===== src/hw/rtl/oei_pkg.sv =====
// ----------------------------------------------------------------------------
// oei_pkg
// Shared widths, register indexes and sequencer states for the integrator.
// ----------------------------------------------------------------------------
package oei_pkg;

  localparam int unsigned DataW = 48;
  localparam int unsigned HalfW = 24;
  localparam int unsigned ProdW = 96;
  localparam int unsigned CfgIdxW = 3;

  typedef logic signed [DataW-1:0] word_t;
  typedef logic [DataW-1:0] uword_t;
  typedef logic [ProdW-1:0] prod_t;

  typedef enum logic [CfgIdxW-1:0] {
    CFG_INV_MASS  = 3'd0,
    CFG_THRUST_X  = 3'd1,
    CFG_THRUST_Y  = 3'd2,
    CFG_THRUST_Z  = 3'd3,
    CFG_STEP_TIME = 3'd4
  } cfg_idx_e;

  typedef enum logic [2:0] {
    ST_IDLE,
    ST_SQR,
    ST_DIV,
    ST_THR,
    ST_CEN,
    ST_VEL,
    ST_POS,
    ST_OUT
  } state_e;

endpackage


===== src/hw/rtl/oei_mul.sv =====
// ----------------------------------------------------------------------------
// oei_mul
// 48x48 unsigned multiplier built from one 24x24 unit over four partial products.
// ----------------------------------------------------------------------------
module oei_mul (
  input  logic                 clk_i,
  input  logic                 rst_ni,
  input  logic                 start_i,
  input  oei_pkg::uword_t      a_i,
  input  oei_pkg::uword_t      b_i,
  output logic                 done_o,
  output oei_pkg::prod_t       prod_o
);
  import oei_pkg::*;

  uword_t           a_q, b_q;
  prod_t            acc_q;
  logic [1:0]       phase_q;
  logic             busy_q, done_q;
  logic [HalfW-1:0] op_a, op_b;
  logic [DataW-1:0] pp;
  prod_t            pp_sh;

  always_comb begin
    op_a  = phase_q[1] ? a_q[DataW-1:HalfW] : a_q[HalfW-1:0];
    op_b  = phase_q[0] ? b_q[DataW-1:HalfW] : b_q[HalfW-1:0];
    pp    = op_a * op_b;
    pp_sh = ProdW'(pp) << (HalfW * (32'(phase_q[1]) + 32'(phase_q[0])));
  end

  always_ff @(posedge clk_i or negedge rst_ni) begin
    if (!rst_ni) begin
      busy_q  <= 1'b0;
      done_q  <= 1'b0;
      phase_q <= '0;
    end else begin
      done_q <= 1'b0;
      if (start_i) begin
        busy_q  <= 1'b1;
        phase_q <= '0;
      end else if (busy_q) begin
        phase_q <= phase_q + 2'd1;
        if (phase_q == 2'd3) begin
          busy_q <= 1'b0;
          done_q <= 1'b1;
        end
      end
    end
  end

  always_ff @(posedge clk_i) begin
    if (start_i) begin
      a_q   <= a_i;
      b_q   <= b_i;
      acc_q <= '0;
    end else if (busy_q) begin
      acc_q <= acc_q + pp_sh;
    end
  end

  assign done_o = done_q;
  assign prod_o = acc_q;

endmodule


===== config.mk =====
export PLATFORM = sky130hd
export DESIGN_NAME = oei_mul
export DESIGN_NICKNAME = d
export VERILOG_FILES = /design/src/hw/rtl/oei_pkg.sv /design/src/hw/rtl/oei_mul.sv
export SDC_FILE = /design/constraint.sdc
export NUM_CORES = 2
export LEC_CHECK = 0
export ABC_AREA = 1
export BUFFER_PORTS_ARGS = -buffer_cell sky130_fd_sc_hd__buf_2
export CAP_MARGIN = 20
export CORE_MARGIN = 3
export CORE_UTILIZATION = 54
export CTS_BUF_LIST = sky130_fd_sc_hd__clkbuf_16
export DETAILED_ROUTE_END_ITERATION = 7
export PLACE_DENSITY = 0.71
export SETUP_SLACK_MARGIN = 0.3
export SLEW_MARGIN = 20
export SYNTH_ARGS = -nofsm -noshare
export SYNTH_HDL_FRONTEND = slang
export SYNTH_SLANG_ARGS = --single-unit

===== constraint.sdc =====
create_clock -name clk_i -period 22.4 [get_ports clk_i]
set_clock_uncertainty 0.15 [all_clocks]
set_input_delay 1.12 -clock clk_i [delete_from_list [all_inputs] [get_ports clk_i]]
set_output_delay 1.12 -clock clk_i [all_outputs]
set_load 0.01 [all_outputs]

-- Word-level counts from Yosys, hierarchy flattened
Cells that the tools add are included.
- reductions and logical operators: 1
- multiplexer cells: 10
- shifts and indexed selects: 1
- add/subtract/negate cells: 3
- eq/ne operators: 1
- multiply operators: 2
- operator list (cell ; count):
    $add A96 B96 Y96 ; 1
    $shl A48 B7 Y96 ; 1
    $mul A24 B24 Y48 ; 1
    $mux W24 ; 2
    $mux W1 ; 6
    $mul A2 B2 Y4 const A ; 1
    $mux W2 ; 2
    $add A1 B1 Y2 ; 1
    $add A2 B1 Y2 const B ; 1
    $eq A2 B2 Y1 const B ; 1
    $reduce_bool A2 Y1 ; 1
- register bits after elaboration: 196
- bits of input ports: 99
- logic and storage cells: 24

-- Logic depth before layout (Yosys ltp)
- depth in word-level cells: 4
- gate-level depth with buffers: 57

-- Worst setup path before layout
OpenSTA, ideal clock, no wires.
- kind: register -> register
- start: register phase_q[0]
- end: register acc_q[78] (netlist: prod_o[78])
- required time: 22141 ps
- path slack: 13400 ps
- data arrival time: 8741 ps
- cell stages (with the launch flop): 51
- library setup time: 109 ps
- path buffers: 3
- path through: dfrtp_1 clkbuf_1 inv_1 clkbuf_1 or2_2 o21ai_1 clkbuf_1 nor2_1 fa_1 fa_1 inv_1 fa_1 inv_1 fa_1 inv_1 fa_1 inv_1 fa_1 [15 not listed] nand3_1 o21ai_0 ha_1 nand2_1 nor2_1 inv_1 nor2_2 inv_1 o21ai_0 a21oi_1 o21ai_2 nand2_1 a21boi_1 nor2_1 nand2_1 nand3_1 nand2_1 inv_1
- word-level cells in the longest chain between the ends: 4
- ends and longest elaborated chain (what ; RTL line ; RTL):
    start, declared ; oei_mul.sv:18 ; logic [1:0] phase_q;
    start signal, assigned ; oei_mul.sv:42 ; phase_q <= phase_q + 2'd1;
    $mux W24 / $add A1 B1 Y2 (equally long branches) ; oei_mul.sv:26, oei_mul.sv:28 ;
    $mul A24 B24 Y48 / $mul A2 B2 Y4 (equally long branches) ; oei_mul.sv:27, oei_mul.sv:28 ;
    $shl A48 B7 Y96 (*) ; oei_mul.sv:28 ; pp_sh = ProdW'(pp) << (HalfW * (32'(phase_q[1]) + 32'(phase_q[0])));
    $add A96 B96 Y96 (*) ; oei_mul.sv:57 ; acc_q <= acc_q + pp_sh;
    end signal, assigned ; oei_mul.sv:57 ;
    end, declared ; oei_mul.sv:17 ; prod_t acc_q;
Every way passes the cells marked *; elsewhere a longest branch is shown, timed or not.
A chain may end at the register's enable or synchronous reset.

-- Worst setup path after layout
- start: register phase_q[1]
- end: register acc_q[73] (netlist: prod_o[73])
- word-level cells in the longest chain between the ends: 4
- ends and longest elaborated chain (what ; RTL line):
    $mux W24 / $add A1 B1 Y2 (equally long branches) ; oei_mul.sv:25, oei_mul.sv:28
    $mul A24 B24 Y48 / $mul A2 B2 Y4 (equally long branches) ; oei_mul.sv:27, oei_mul.sv:28
    $shl A48 B7 Y96 (*) ; oei_mul.sv:28
    $add A96 B96 Y96 (*) ; oei_mul.sv:57
Marked as above.

==> results by group <==
Clock network
  – Clk_lat worst skew: about 0.52 ns
  – Clock buffer depth: 2
  – CTS buffer count: 17
  – CTS tree: built
  – Clock slew seen by the registers of the worst setup and hold paths: approximately 0.09 ns
  – Hold buffers post-CTS: 0
  – CTS sink cnt: 196
  – H-tree Lvls: 4
  – CTS Root Cell: clkbuf_16
  – Setup Buffers After CTS: 0
  – Post-CTS Resized: 0

GRT
  – Largest net degree at the start of global routing: 96
  – Grt ovf: 0
  – Initial antenna violation count: 0
  – First-pass GRT wire length: 202 mm
  – Vias in the first global route: approximately 34000
  – Global Route Usage Sum: about two fifths

Timing
  – Setup TNS: 0 ns
  – Final number of hold-violating endpoints: 0
  – FMAX: 86.6 MHz
  – Final Max Slew Viols: 0
  – Final setup fails: 0
  – Final period util: 51.5%
  – Slew @ Worst Pin: 1.18 ns
  – Rel. slew slack: 20.2%
  – Fin crit period: 11.55 ns
  – Post-route worst setup slack: 10.85 ns
  – RSZ-0062 raised after global routing: no

Floorplan
  – Core region area: 64700 um^2
  – Die height: 262 um
  – Starting Density: 54.7%
  – Std-Cell Rows: 93
  – Die Wd: 262 um
  – Io pins: 196
  – Die area: 68700 um^2

Synth
  – Compound-Gate Fraction of Synth Area: 11.4%
  – Mapped Nets: 5779
  – Combinational family with the most area after synthesis: adder cells
  – Post-synthesis mux area share: 0.113%
  – Async set-or-reset flop fraction in the synthesized netlist: under 10%
  – Post-synth EDFFs: 96
  – XOR/XNOR Fraction of Synth Area: 1.98%
  – Syn Area/Cell: 7.19 um^2
  – Main synth FF type: edfxtp_1
  – Synthesis Warnings: 0
  – Yosys reg bits: 196
  – Mapped cell area: 35400 um^2
  – Adder-Cell Fraction of Synth Area: 36.9%
  – Top-area cell type share of the netlist area: 27.3%
  – Post-synth top cells: 1011 x inv_1, 886 x nand2_1, 776 x nor2_1, 483 x fa_1, 272 x ha_1
  – Biggest area consumer among synthesized cells: fa_1
  – Most frequent cell after synthesis: inv_1
  – Simple-gate share of the synthesized area: 23.2%
  – Sequential fraction of the synthesis area: 13.9%
  – Post-synth cell types: 62
  – Post-Synthesis Cells: 4925
  – Area contributors post-synth: fa_1 27%, inv_1 11%, ha_1 9.6%

Worst setup path
  – Worst R2R End: prod_o[73]$_SDFFE_PP0P_
  – Most used cell, CP: inv_1
  – Reg-to-Reg Start: phase_q[1]$_DFFE_PN0P_
  – Critical Path RT: 22.70 ns
  – Max FO, Critical Path: 26
  – Worst Path Arrival: roughly 12 ns
  – Setup crit end kind: register
  – Critical Path Source Type: register
  – Setup CP Type: register to register
  – Reg2reg setup slack: between 10 and 15 ns
  – Crit path largest cell delay: 0.71 ns
  – Crit-path slowest cell: nor4_1
  – R2R depth: 45

Run
  – Max-cap violations: 0

Detailed routing
  – DRT Wirelength: approximately 130 mm
  – DR vias/cell: roughly 5.6
  – Vias: between 30000 and 40000
  – Initial drt markers: 2883
  – Drt drc: 1
  – Wirelength per Cell: 22.7 um
  – Post-DRT Antenna Nets: 0
  – Drt pass-1 iters: 8

Place
  – Global placer's final weighted congestion: 1.05
  – Number of buffers added on ports: 195
  – Cell Area, Placed: approximately 37000 um^2
  – Worst slack at placement: 11.08 ns
  – Post-detail-place hpwl: 112 mm
  – Placed insts: slightly below 6000

Finish
  – Multi-input combinational cell area: 26100 um^2
  – Post-route cell area: between 30000 and 40000 um^2
  – ANT cells: 0
  – Seq. cell area: 4910 um^2
  – Fraction of layout cells with a size suffix above 1: 8.44%
  – Net count, final: 5901
  – # fillers: around 6300
  – Layout area overhead: 7.41%
  – Finished Layout Cells: 5915

Run status
  – Violated checks: design-rule violations
  – Status: finished with violations

Worst hold path
  – Hold/Removal Path Class: primary input to async pin
[placed cells by master (no fill, tap or decap), types with 5 or more instances in the layout]
master,netlist,layout
a211oi_1,7,7
a21boi_0,13,13
a21o_1,35,35
a21oi_1,207,207
a21oi_2,11,11
a31oi_1,17,17
buf_2,4,194
buf_4,0,59
clkbuf_16,0,17
clkinv_1,12,11
clkinv_8,0,5
dfxtp_1,96,96
edfxtp_1,96,96
fa_1,483,483
ha_1,272,271
inv_1,1011,1011
inv_12,0,5
inv_2,5,5
nand2_1,886,886
nand2_2,12,12
nand3_1,189,189
nand3_2,5,5
nand4_1,23,23
nor2_1,776,776
nor2_2,5,5
nor3_1,24,24
nor4_1,5,5
nor4_2,6,6
o211ai_1,9,9
o21a_1,11,11
o21ai_0,258,238
o21ai_1,54,68
o21ai_2,14,20
o21bai_1,25,25
o22ai_1,13,13
or2_1,12,12
or2_2,55,55
xnor2_1,28,28
xor2_1,50,50
[worst max-delay path by stage]
stage,from,to,slack [ns],cells after the start
6_report,phase_q[1]$_DFFE_PN0P_,prod_o[73]$_SDFFE_PP0P_,10.85,45
5_1_grt,phase_q[1]$_DFFE_PN0P_,prod_o[73]$_SDFFE_PP0P_,10.44,45
4_1_cts,phase_q[1]$_DFFE_PN0P_,prod_o[73]$_SDFFE_PP0P_,11.02,45
3_5_place_dp,phase_q[1]$_DFFE_PN0P_,prod_o[73]$_SDFFE_PP0P_,11.08,45
3_3_place_gp,phase_q[1]$_DFFE_PN0P_,prod_o[73]$_SDFFE_PP0P_,11.10,45
2_1_floorplan,phase_q[0]$_DFFE_PN0P_,prod_o[78]$_SDFFE_PP0P_,13.40,50
[cell type report]
| class | count | share of cell area (%) |
|---|---|---|
| clock buffers | 17 | 1.12 |
| clock inverters | 15 | 0.579 |
| inverters | 1028 | 10.2 |
| multi-input cells | 3549 | 68.6 |
| flip-flops and latches | 196 | 12.9 |
| well taps | 855 | 2.81 |
| repair buffers | 255 | 3.80 |
[flip-flops by register name, indices dropped and copies added, names as in the netlist]
| signal | count |
|---|---|
| prod_o | 96 |
| done_o | 1 |
| phase_q | 2 |
| busy_q | 1 |
| a_q | 48 |
| b_q | 48 |
[through the flow]
stage / hold slack, ns / utilization (%)
2_1_floorplan: 0.342 / -
3_3_place_gp: 0.321 / 57.7
3_5_place_dp: 0.319 / 57.8
4_1_cts: 0.246 / 58.7
5_1_grt: 0.259 / 58.8
6_report: 0.270 / 58.8
[kinds of logic after synthesis]
kind of cell / after synthesis
AOI/OAI and AO/OA: 700
xor gates and xnor gates: 79
adders and majority gates: 755
buffers and inverters: 1180
DFF: 196
muxes: 4
and+or+nand+nor: 2011
[routing by layer]
| layer | global-route usage (%) | part of all wire (%) | vias to the layer above |
|---|---|---|---|
| met3 | 7.27 | 7.6 | 421 |
| li1 | - | - | 15400 |
| met1 | 47.8 | 38 | 15800 |
| met4 | 24.7 | 7.3 | 0 |
| met5 | 0 | 0 | - |
| met2 | 66.0 | 47 | 1548 |
[critical path, delay by kind of cell (launching register included)]
kind	cells	cell delay, ns
XOR/XNOR	1	0.41
AO/OA/AOI/OAI	7	1.30
AND/OR/NAND/NOR	16	3.01
adder cells (fa/ha/maj)	9	4.31
flip-flops	1	0.38
buffers and inverters	12	1.88
Power is left out: the tool's default activity adds up to more than one toggle a clock period on the data nets, which glitch-free logic cannot reach.
