--- config.mk ---
export PLATFORM = sky130hd
export DESIGN_NAME = oei_div
export DESIGN_NICKNAME = d
export VERILOG_FILES = /design/src/hw/rtl/oei_pkg.sv /design/src/hw/rtl/oei_div.sv
export SDC_FILE = /design/constraint.sdc
export NUM_CORES = 1
export LEC_CHECK = 0
export BUFFER_PORTS_ARGS = -buffer_cell sky130_fd_sc_hd__buf_4
export CORE_ASPECT_RATIO = 1.25
export CORE_MARGIN = 1
export CORE_UTILIZATION = 64
export DETAILED_ROUTE_END_ITERATION = 10
export PLACE_DENSITY = 0.87
export SLEW_MARGIN = 40
export SYNTH_ARGS = -nofsm -noshare
export SYNTH_HDL_FRONTEND = slang
export SYNTH_SLANG_ARGS = --single-unit
--- constraint.sdc ---
create_clock -name clk_i -period 9.68 [get_ports clk_i]
set_input_delay 0.968 -clock clk_i [delete_from_list [all_inputs] [get_ports clk_i]]
set_output_delay 0.968 -clock clk_i [all_outputs]
set_load 0.05 [all_outputs]
--- src/hw/rtl/oei_pkg.sv ---
// ----------------------------------------------------------------------------
// oei_pkg
// Shared widths, register indexes and sequencer states for the integrator.
// ----------------------------------------------------------------------------
package oei_pkg;

  localparam int unsigned DataW = 48;
  localparam int unsigned HalfW = 24;
  localparam int unsigned ProdW = 96;
  localparam int unsigned CfgIdxW = 3;

  typedef logic signed [DataW-1:0] word_t;
  typedef logic [DataW-1:0] uword_t;
  typedef logic [ProdW-1:0] prod_t;

  typedef enum logic [CfgIdxW-1:0] {
    CFG_INV_MASS  = 3'd0,
    CFG_THRUST_X  = 3'd1,
    CFG_THRUST_Y  = 3'd2,
    CFG_THRUST_Z  = 3'd3,
    CFG_STEP_TIME = 3'd4
  } cfg_idx_e;

  typedef enum logic [2:0] {
    ST_IDLE,
    ST_SQR,
    ST_DIV,
    ST_THR,
    ST_CEN,
    ST_VEL,
    ST_POS,
    ST_OUT
  } state_e;

endpackage

--- src/hw/rtl/oei_div.sv ---
// ----------------------------------------------------------------------------
// oei_div
// Restoring divider, one quotient bit a cycle: floor(num * 2^frac / den),
// saturated to 48 bits.
// ----------------------------------------------------------------------------
module oei_div #(
  parameter int unsigned FRAC_BITS = 24
) (
  input  logic             clk_i,
  input  logic             rst_ni,
  input  logic             start_i,
  input  oei_pkg::prod_t   num_i,
  input  oei_pkg::prod_t   den_i,
  output logic             done_o,
  output oei_pkg::uword_t  quot_o
);
  import oei_pkg::*;

  localparam int unsigned Steps = ProdW + FRAC_BITS;
  localparam int unsigned CntW  = $clog2(Steps + 1);

  prod_t           num_q, den_q, rem_q;
  uword_t          quo_q;
  logic            sat_q, busy_q, done_q;
  logic [CntW-1:0] cnt_q;
  logic [ProdW:0]  rem_sh, rem_nx;
  logic            ge;
  logic [DataW:0]  quo_w;

  always_comb begin
    rem_sh = {rem_q, num_q[ProdW-1]};
    ge     = rem_sh >= {1'b0, den_q};
    rem_nx = ge ? rem_sh - {1'b0, den_q} : rem_sh;
    quo_w  = {quo_q, ge};
  end

  always_ff @(posedge clk_i or negedge rst_ni) begin
    if (!rst_ni) begin
      busy_q <= 1'b0;
      done_q <= 1'b0;
      cnt_q  <= '0;
    end else begin
      done_q <= 1'b0;
      if (start_i) begin
        busy_q <= 1'b1;
        cnt_q  <= '0;
      end else if (busy_q) begin
        cnt_q <= cnt_q + 1'b1;
        if (cnt_q == CntW'(Steps - 1)) begin
          busy_q <= 1'b0;
          done_q <= 1'b1;
        end
      end
    end
  end

  always_ff @(posedge clk_i) begin
    if (start_i) begin
      num_q <= num_i;
      den_q <= den_i;
      rem_q <= '0;
      quo_q <= '0;
      sat_q <= 1'b0;
    end else if (busy_q) begin
      num_q <= num_q << 1;
      rem_q <= rem_nx[ProdW-1:0];
      quo_q <= quo_w[DataW-1:0];
      sat_q <= sat_q | quo_w[DataW];
    end
  end

  assign done_o = done_q;
  assign quot_o = sat_q ? '1 : quo_q;

endmodule
# == Word level (Yosys, flattened, before mapping) ==
# Index checks and enable logic that the tools add are counted.
# totals
regBits,346
input_bits,195
out_inout_bits,49
elab_cells,26
# op_classes
add_sub_neg,2
n_lt_le_gt_ge,1
n_eq_ne,1
mux,12
bitwise,1
n_reduce_logical,1
# ops
operator,n
$mux W96,3
$ge A97 B96 Y1,1
$sub A96 B96 Y96,1
$mux W48,1
$mux W7,2
$add A7 B1 Y7 const B,1
$eq A7 B7 Y1 const B,1
$mux W1,6
$reduce_bool A2 Y1,1
$or A1 B1 Y1,1

# == Depth between registers and ports, before layout ==
# Gate-level depths: netlist of the first run.
# depth
word_depth,4
ltp_mapped,16

# == Worst setup path after synthesis of the first run ==
# No wires, ideal clock.
# synth_timing
path_kind,in2reg
startpoint,input start_i
endpoint,register num_q[0] (enable)
t_arrival_ns,3.469
t_required_ns,9.231
path_slack_ns,5.762
cell_stages,4
n_path_buf,2
cell_sequence,clkbuf_1 -> clkbuf_1 -> nor2_1 -> inv_1
# synth_via
elab_chain_cells,1
# synth_rtl
element,line,text
start: declaration,oei_div.sv:11,"input logic start_i,"
$reduce_bool A2 Y1 (no source line),-,
end signal: assignment,oei_div.sv:59,num_q <= num_i;
end signal: assignment,oei_div.sv:65,num_q <= num_q << 1;
end: declaration,oei_div.sv:22,"prod_t num_q, den_q, rem_q;"
# Every way passes these cells.
# A chain may end at the register's enable or synchronous reset.

# == Worst setup path after layout of the first run ==
# layout_timing
startpoint,register den_q[18]
endpoint,register rem_q[13]
# layout_via
elab_chain_cells,2
# layout_rtl
element,line,text
start: declaration,oei_div.sv:22,
start signal: assignment,oei_div.sv:60,den_q <= den_i;
$ge A97 B96 Y1,oei_div.sv:32,"ge = rem_sh >= {1'b0, den_q};"
$mux W96,oei_div.sv:33,"rem_nx = ge ? rem_sh - {1'b0, den_q} : rem_sh;"
end signal: assignment,oei_div.sv:66,rem_q <= rem_nx[ProdW-1:0];
end: declaration,oei_div.sv:22,
# Every way passes these cells.

==> impl_metrics.py, run 1 <==
metrics = {
    "run_status": {
        "status": "finished, final reports clean",
    },
    "place": {
        "portBuffers": 243,
        "gp_congestion": 0.990,
        "hpwl_um": 39500,
    },
    "finish": {
        "regArea_mm2": 0.00890,
        "nets": 2615,
        "antennaDiodeCount": 0,
        "multi_input_area_mm2": 0.0105,
        "nFillCells": 2090,
        "syn2layout_area_growth_pct": 15.3,
        "drive_gt1_share_pct": 20.8,
        "layout_common_cells": "nor2_1 (284), buf_4 (248), a21oi_1 (213)",
        "layout_commonest_cell": "nor2_1",
    },
    "yosys": {
        "synth_edf_count": 192,
        "yosysSeqAreaShare_pct": 43.6,
        "syn_inst": 2156,
        "synth-seq-cells": 346,
        "synthFlopType": "edfxtp_1",
        "ys_warn_count": 0,
        "netlist.area_leader.share_pct": 28.3,
        "synthArstFlopShare_pct": 2.60,
        "syn_nets": 2449,
        "netlist_area_mm2": 0.0204,
        "synth_cell_types": 81,
        "yosys.area.top_type": "edfxtp_1",
        "netlist_top_cells_area": "edfxtp_1 (28%), dfxtp_1 (14%), ha_1 (5.9%), mux2_2 (5.4%), nor2_1 (5.2%)",
        "avgSynthCellArea_um2": 9.46,
    },
    "clocking": {
        "ctsHoldBuffers": 0,
        "ctsResizeCount": 0,
        "path_clk_slew_ns": 0.06,
        "htreeDepth": 2,
        "clk_latency_ns": 0.55,
        "cts_num_sinks": 346,
        "cts_tree": "built",
        "clockBufferDepth": 3,
        "post_cts.repair.setup_buffers": 0,
        "numCtsBuffers": 37,
        "cts_root_buf": "clkbuf_16",
    },
    "grt": {
        "track_usage_pct": 33.8,
        "antenna_found_initial": 0,
        "grt_pass1_vias": 17309,
        "grt-ovfl-total": 0,
        "grt_max_degree": 114,
        "grt_pass1_wl_um": 87800,
    },
    "floorplan": {
        "die_w_um": 162,
        "initial_core_util_pct": 65.4,
        "dieArea_mm2": 0.0326,
        "core_mm2": 0.0312,
        "die_h_um": 202,
        "io_pins": 244,
        "core.rowCount": 72,
    },
    "power": {
        "combPwrFrac_pct": 45.6,
        "ir_drop_v": 0.000204,
        "p_int_mw": 3.70,
        "pwr-share-seq_pct": 32.0,
        "power_switching_mw": 2.53,
        "p_clk_share_pct": 22.4,
        "netSwitchingFraction_pct": 40.6,
        "total_leakage_power_nw": 10.5,
        "p_per_area_mw_per_mm2": 265,
    },
    "drt": {
        "wl_um": 56000,
        "drtIter0Drc": 1373,
        "vias_per_cell": 6.13,
        "avgRoutedWirePerCell_um": 20.3,
        "detail-route-antenna-nets": 0,
        "drc": 0,
        "via_count": 16914,
        "drt_pass1_iterations": 7,
    },
    "sta": {
        "period_needed_ns": 4.21,
        "post-route-period-util_pct": 43.5,
        "finClkSkew_ns": 0.0173,
        "max_slew_margin_pct": 38.6,
        "setup_viol": 0,
        "rsz0062_at_grt": "no",
        "hold_viol": 0,
        "setup_tns_ns": 0,
        "worst_pin_slew_ns": 0.913,
        "drv_slew": 0,
        "hold-worst-slack_ns": 0.231,
        "fmax_ghz": 0.237,
    },
    "worst_setup_path": {
        "regToRegSetupSlack_ns": 5.47,
        "cp-end-kind": "register",
        "startpoint_type": "register",
        "path_max_fanout": 91,
        "cp_data_arrival_time_ns": 4.62,
        "worstPathRequired_ns": 10.09,
        "path_class": "register to register",
    },
    "min_path": {
        "hp-class": "primary input to async pin",
    },
    "flow_run": {
        "maxCapViolations": 0,
    },
}
==> metrics by stage <==
step           std cells  cell area, um2  utilization (%)  power (mW)  setup slack [ns]
2_1_floorplan       2156           20400                -        4.13              5.76
3_3_place_gp        2688           22300             71.5        4.71              5.42
3_5_place_dp        2689           22300             71.6        4.77              5.31
4_1_cts             2757           23500             75.3        6.18              5.30
5_1_grt             2758           23500             75.5        6.58              5.27
6_report            2758           23500             75.5        6.23              5.47
==> cells in the mapped netlist, types with 54 or more instances <==
library cell,instances
o21ai_0,75
inv_1,122
a211oi_1,80
edfxtp_1,192
a21oi_1,213
dfxtp_1,145
clkbuf_1,102
ha_1,97
mux2_2,97
a21o_1,54
nor2_1,285
nand2_1,134
mux2i_1,70
==> sequential cells by signal, summed over array words and instances (netlist names) <==
| name | count |
|---|---|
| den_q | 96 |
| cnt_q | 7 |
| num_q | 96 |
| rem_q | 96 |
| busy_q | 1 |
| done_o | 1 |
| sat_q | 1 |
| quo_q | 48 |
==> metal layers <==
| layer | vias up | track usage [%] | routed length (um) |
|---|---|---|---|
| li1 | 8095 | - | - |
| met2 | 631 | 60.6 | 28700 |
| met5 | - | 0 | 0 |
| met3 | 171 | 6.31 | 3420 |
| met1 | 8017 | 38.6 | 21500 |
| met4 | 0 | 15.6 | 2460 |
==> cell families after synthesis <==
| family | Yosys count | share of synthesized area (%) |
|---|---|---|
| simple gates | 635 | 14.4 |
| buf+inv | 251 | 5.02 |
| mux | 168 | 8.86 |
| flops | 346 | 43.6 |
| fa+ha+maj | 98 | 6.05 |
| xor+xnor | 90 | 3.86 |
| compound gates | 568 | 18.2 |
==> power groups by stage <==
stage	sequential [mW]	combinational [mW]	clock, mW
2_1_floorplan	1.95	2.18	0
3_3_place_gp	1.99	2.72	0
3_5_place_dp	2.01	2.76	0
4_1_cts	1.99	2.79	1.40
5_1_grt	2.02	3.10	1.46
6_report	1.99	2.84	1.40
==> worst max-delay path, cell delays in order, from the launching register on <==
cell	delay (ns)
edfxtp_1	0.33
inv_1	0.05
ha_1	0.37
a21oi_1	0.22
o21ai_1	0.11
a221o_1	0.37
a21o_2	0.25
a31o_4	0.27
a41o_4	0.29
a41oi_4	0.18
buf_4	0.40
buf_6	0.57
mux2_2	0.40
mux2i_1	0.14
nor2_1	0.06
==> cell type report <==
cell class / instances / area share, %
multi-input combinational: 1559 / 44.6
sequential: 346 / 37.8
timing repair buffer: 256 / 8.46
clock buffer: 49 / 4.21
tap: 407 / 2.17
inverter: 122 / 1.95
clock inverter: 19 / 0.766
==> worst paths after layout <==
| kind | startpoint | endpoint | cells after the start |
|---|---|---|---|
| min | rst_ni | busy_q | 1 |
| min in group clk_i | rem_q[9] | rem_q[9] | 2 |
| max | den_q[18] | rem_q[13] | 14 |
| max in group asynchronous | rst_ni | busy_q | 1 |
| max reg2reg | den_q[18] | rem_q[13] | 14 |
| min reg2reg | rem_q[9] | rem_q[9] | 2 |
No activity file was read; power rests on OpenSTA's default activity.
==> run 2, diff against run 1 <==
--- a/config.mk
+++ b/config.mk
@@ -5,12 +5,13 @@
 export SDC_FILE = /design/constraint.sdc
 export NUM_CORES = 1
 export LEC_CHECK = 0
+export ABC_AREA = 1
 export BUFFER_PORTS_ARGS = -buffer_cell sky130_fd_sc_hd__buf_4
 export CORE_ASPECT_RATIO = 1.25
 export CORE_MARGIN = 1
-export CORE_UTILIZATION = 64
+export CORE_UTILIZATION = 55
 export DETAILED_ROUTE_END_ITERATION = 10
-export PLACE_DENSITY = 0.87
+export PLACE_DENSITY = 0.78
 export SLEW_MARGIN = 40
 export SYNTH_ARGS = -nofsm -noshare
 export SYNTH_HDL_FRONTEND = slang
==> constraint.sdc (replaced) <==
create_clock -name clk_i -period 3.85 [get_ports clk_i]
set_input_delay 0.385 -clock clk_i [delete_from_list [all_inputs] [get_ports clk_i]]
set_output_delay 0.385 -clock clk_i [all_outputs]
set_load 0.05 [all_outputs]
==> impl_metrics.py, run 2 <==
metrics = {
    "sta": {
        "setup_tns_ns": 0,
        "fmax_ghz": 0.306,
        "period_needed_ns": 3.27,
        "worst_pin_slew_ns": 0.792,
        "post-route-period-util_pct": 84.9,
        "drv_slew": 0,
        "hold_viol": 0,
        "max_slew_margin_pct": 47.2,
        "rsz0062_at_grt": "no",
        "setup_viol": 0,
        "finClkSkew_ns": 0.0156,
    },
    "worst_setup_path": {
        "startpoint": "den_q[44]",
        "cp-end-kind": "register",
        "cp_slowest_cell": "buf_4",
        "crit_chain": "inv_1 -> ha_1 -> nand2_1 -> nor2_1 -> nand2_1 -> nor2_1 -> nand2_1 -> nor2_1 -> a21oi_1 -> nand3_2 -> nor2_4 -> nand2_4 -> inv_2 -> buf_4 -> nand2_1 -> nand3_1 -> o21ai_1",
        "path_class": "register to register",
        "cp_top_family": "simple AND/OR/NAND/NOR gates",
        "path_max_fanout": 39,
        "worstPathRequired_ns": 4.29,
        "max_stage_delay_ns": 0.44,
        "startpoint_type": "register",
        "critPathBufInv": 3,
        "cpMostUsedCell": "nand2_1",
        "regToRegStartpoint": "den_q[44]",
        "cp_data_arrival_time_ns": 3.71,
    },
    "yosys": {
        "synth_edf_count": 192,
        "synth_common_cells": "nand2_1 (1480), inv_1 (700), nor2_1 (288)",
        "avgSynthCellArea_um2": 6.49,
        "syn_nets": 3861,
        "yosysSeqAreaShare_pct": 38.4,
        "synthFlopType": "edfxtp_1",
        "netlist.area_leader.share_pct": 24.9,
        "synth-seq-cells": 346,
        "yosysMostFrequentCell": "nand2_1",
        "syn_inst": 3568,
        "ys_warn_count": 0,
        "netlist_top_cells_area": "edfxtp_1 (25%), nand2_1 (24%), dfxtp_1 (13%), inv_1 (11%), ha_1 (5.2%)",
        "netlist_area_mm2": 0.0232,
        "yosys.area.top_type": "edfxtp_1",
        "synth_cell_types": 47,
        "synthArstFlopShare_pct": 2.60,
    },
    "grt": {
        "track_usage_pct": 35.0,
        "antenna_found_initial": 0,
        "grt_pass1_vias": 22122,
        "grt_max_degree": 142,
        "grt_pass1_wl_um": 114000,
        "grt-ovfl-total": 0,
    },
    "clocking": {
        "clockBufferDepth": 3,
        "clk_latency_ns": 0.58,
        "cts_root_buf": "clkbuf_16",
        "htreeDepth": 2,
        "cts_num_sinks": 346,
        "numCtsBuffers": 37,
        "ctsResizeCount": 0,
        "ctsHoldBuffers": 97,
        "path_clk_slew_ns": 0.06,
        "cts_tree": "built",
        "post_cts.repair.setup_buffers": 0,
    },
    "drt": {
        "avgRoutedWirePerCell_um": 16.8,
        "vias_per_cell": 5.09,
        "wl_um": 74900,
        "drc": 0,
        "drtIter0Drc": 1585,
        "via_count": 22744,
        "drt_pass1_iterations": 6,
        "detail-route-antenna-nets": 0,
    },
    "place": {
        "hpwl_um": 58000,
        "gp_congestion": 1.10,
        "portBuffers": 243,
        "placed_area_mm2": 0.0255,
        "dp_cells": 4303,
    },
    "floorplan": {
        "core.rowCount": 83,
        "die_h_um": 231,
        "io_pins": 244,
        "initial_core_util_pct": 56.0,
        "die_w_um": 186,
        "core_mm2": 0.0413,
        "dieArea_mm2": 0.0429,
    },
    "finish": {
        "syn2layout_area_growth_pct": 20.2,
        "layout_commonest_cell": "nand2_1",
        "nets": 4180,
        "antennaDiodeCount": 0,
        "stdcell_area_mm2": 0.0278,
        "postLayoutCoreUtil_pct": 67.4,
        "final_cell_count_no_fill": 4468,
        "nFillCells": 3696,
        "drive_gt1_share_pct": 9.17,
        "top_regs": "den_q x96, num_q x96, rem_q x96",
        "layout_common_cells": "nand2_1 (1480), inv_1 (698), nor2_1 (286)",
    },
    "min_path": {
        "hp-start": "num_i[0]",
        "hp-class": "primary input to register",
    },
    "power": {
        "total_leakage_power_nw": 15.0,
        "p_per_area_mw_per_mm2": 567,
        "ir_drop_v": 0.000414,
    },
    "flow_run": {
        "maxCapViolations": 0,
    },
    "run_status": {
        "status": "finished, final reports clean",
    },
}
-- run 2: worst paths after layout --
kind                       slack (ns)        end  cells after the start
max                              0.58  rem_q[33]                     17
max in group asynchronous        3.52   cnt_q[1]                      2
min                              0.07   num_q[0]                      3
min in group asynchronous        0.19   cnt_q[0]                      2
max reg2reg                      0.58  rem_q[33]                     17
min reg2reg                      0.47  rem_q[76]                      2
-- run 2: per-stage QoR --
stage               total power, mW  hold WS [ns]  setup WS, ns
floorplan                      9.71        0.0894         0.916
global placement               11.7         0.217         0.801
detailed placement             11.8         0.216         0.743
CTS                            15.7        0.0466         0.703
global route                   16.8        0.0630         0.405
finish                         15.8        0.0696         0.580
-- run 2: worst reg2reg max path, stage by stage (launching register included) --
cell and delay, ns:
edfxtp_1 0.34, inv_1 0.05, ha_1 0.39, nand2_1 0.19, nor2_1 0.15, nand2_1 0.14
nor2_1 0.07, nand2_1 0.09, nor2_1 0.04, a21oi_1 0.24, nand3_2 0.16, nor2_4 0.14
nand2_4 0.17, inv_2 0.11, buf_4 0.44, nand2_1 0.22, nand3_1 0.12, o21ai_1 0.08
-- run 2: per-layer routing --
| layer | vias up | part of all wire, % | GRT usage, % | routed length [um] |
|---|---|---|---|---|
| li1 | 11513 | - | - | - |
| met1 | 10221 | 38 | 38.6 | 28300 |
| met2 | 768 | 49 | 62.2 | 36900 |
| met3 | 242 | 6.0 | 5.37 | 4510 |
| met4 | 0 | 7.0 | 22.7 | 5240 |
| met5 | - | 0 | 0 | 0 |
-- run 2: final cells by class --
class	instances	area (um2)	area share [%]
multi-input cells	2431	11200	40.4
flip-flops and latches	346	8890	31.9
repair buffers	363	3040	10.9
inverters	708	2660	9.57
clock buffers	48	1050	3.77
well taps	552	691	2.48
clock inverters	20	272	0.975
-- run 2: kinds of logic after synthesis --
group | Yosys count | share of synthesized area [%]
compound gates | 225 | 5.50
fa+ha+maj | 98 | 5.33
xor+xnor | 59 | 2.23
simple gates | 2049 | 35.4
flops | 346 | 38.4
buf+inv | 791 | 13.2
-- run 2: report_power, final --
group | internal [mW] | switching [mW]
registers | 4.44 | 0.283
clock network | 2.24 | 1.58
logic | 2.42 | 4.83
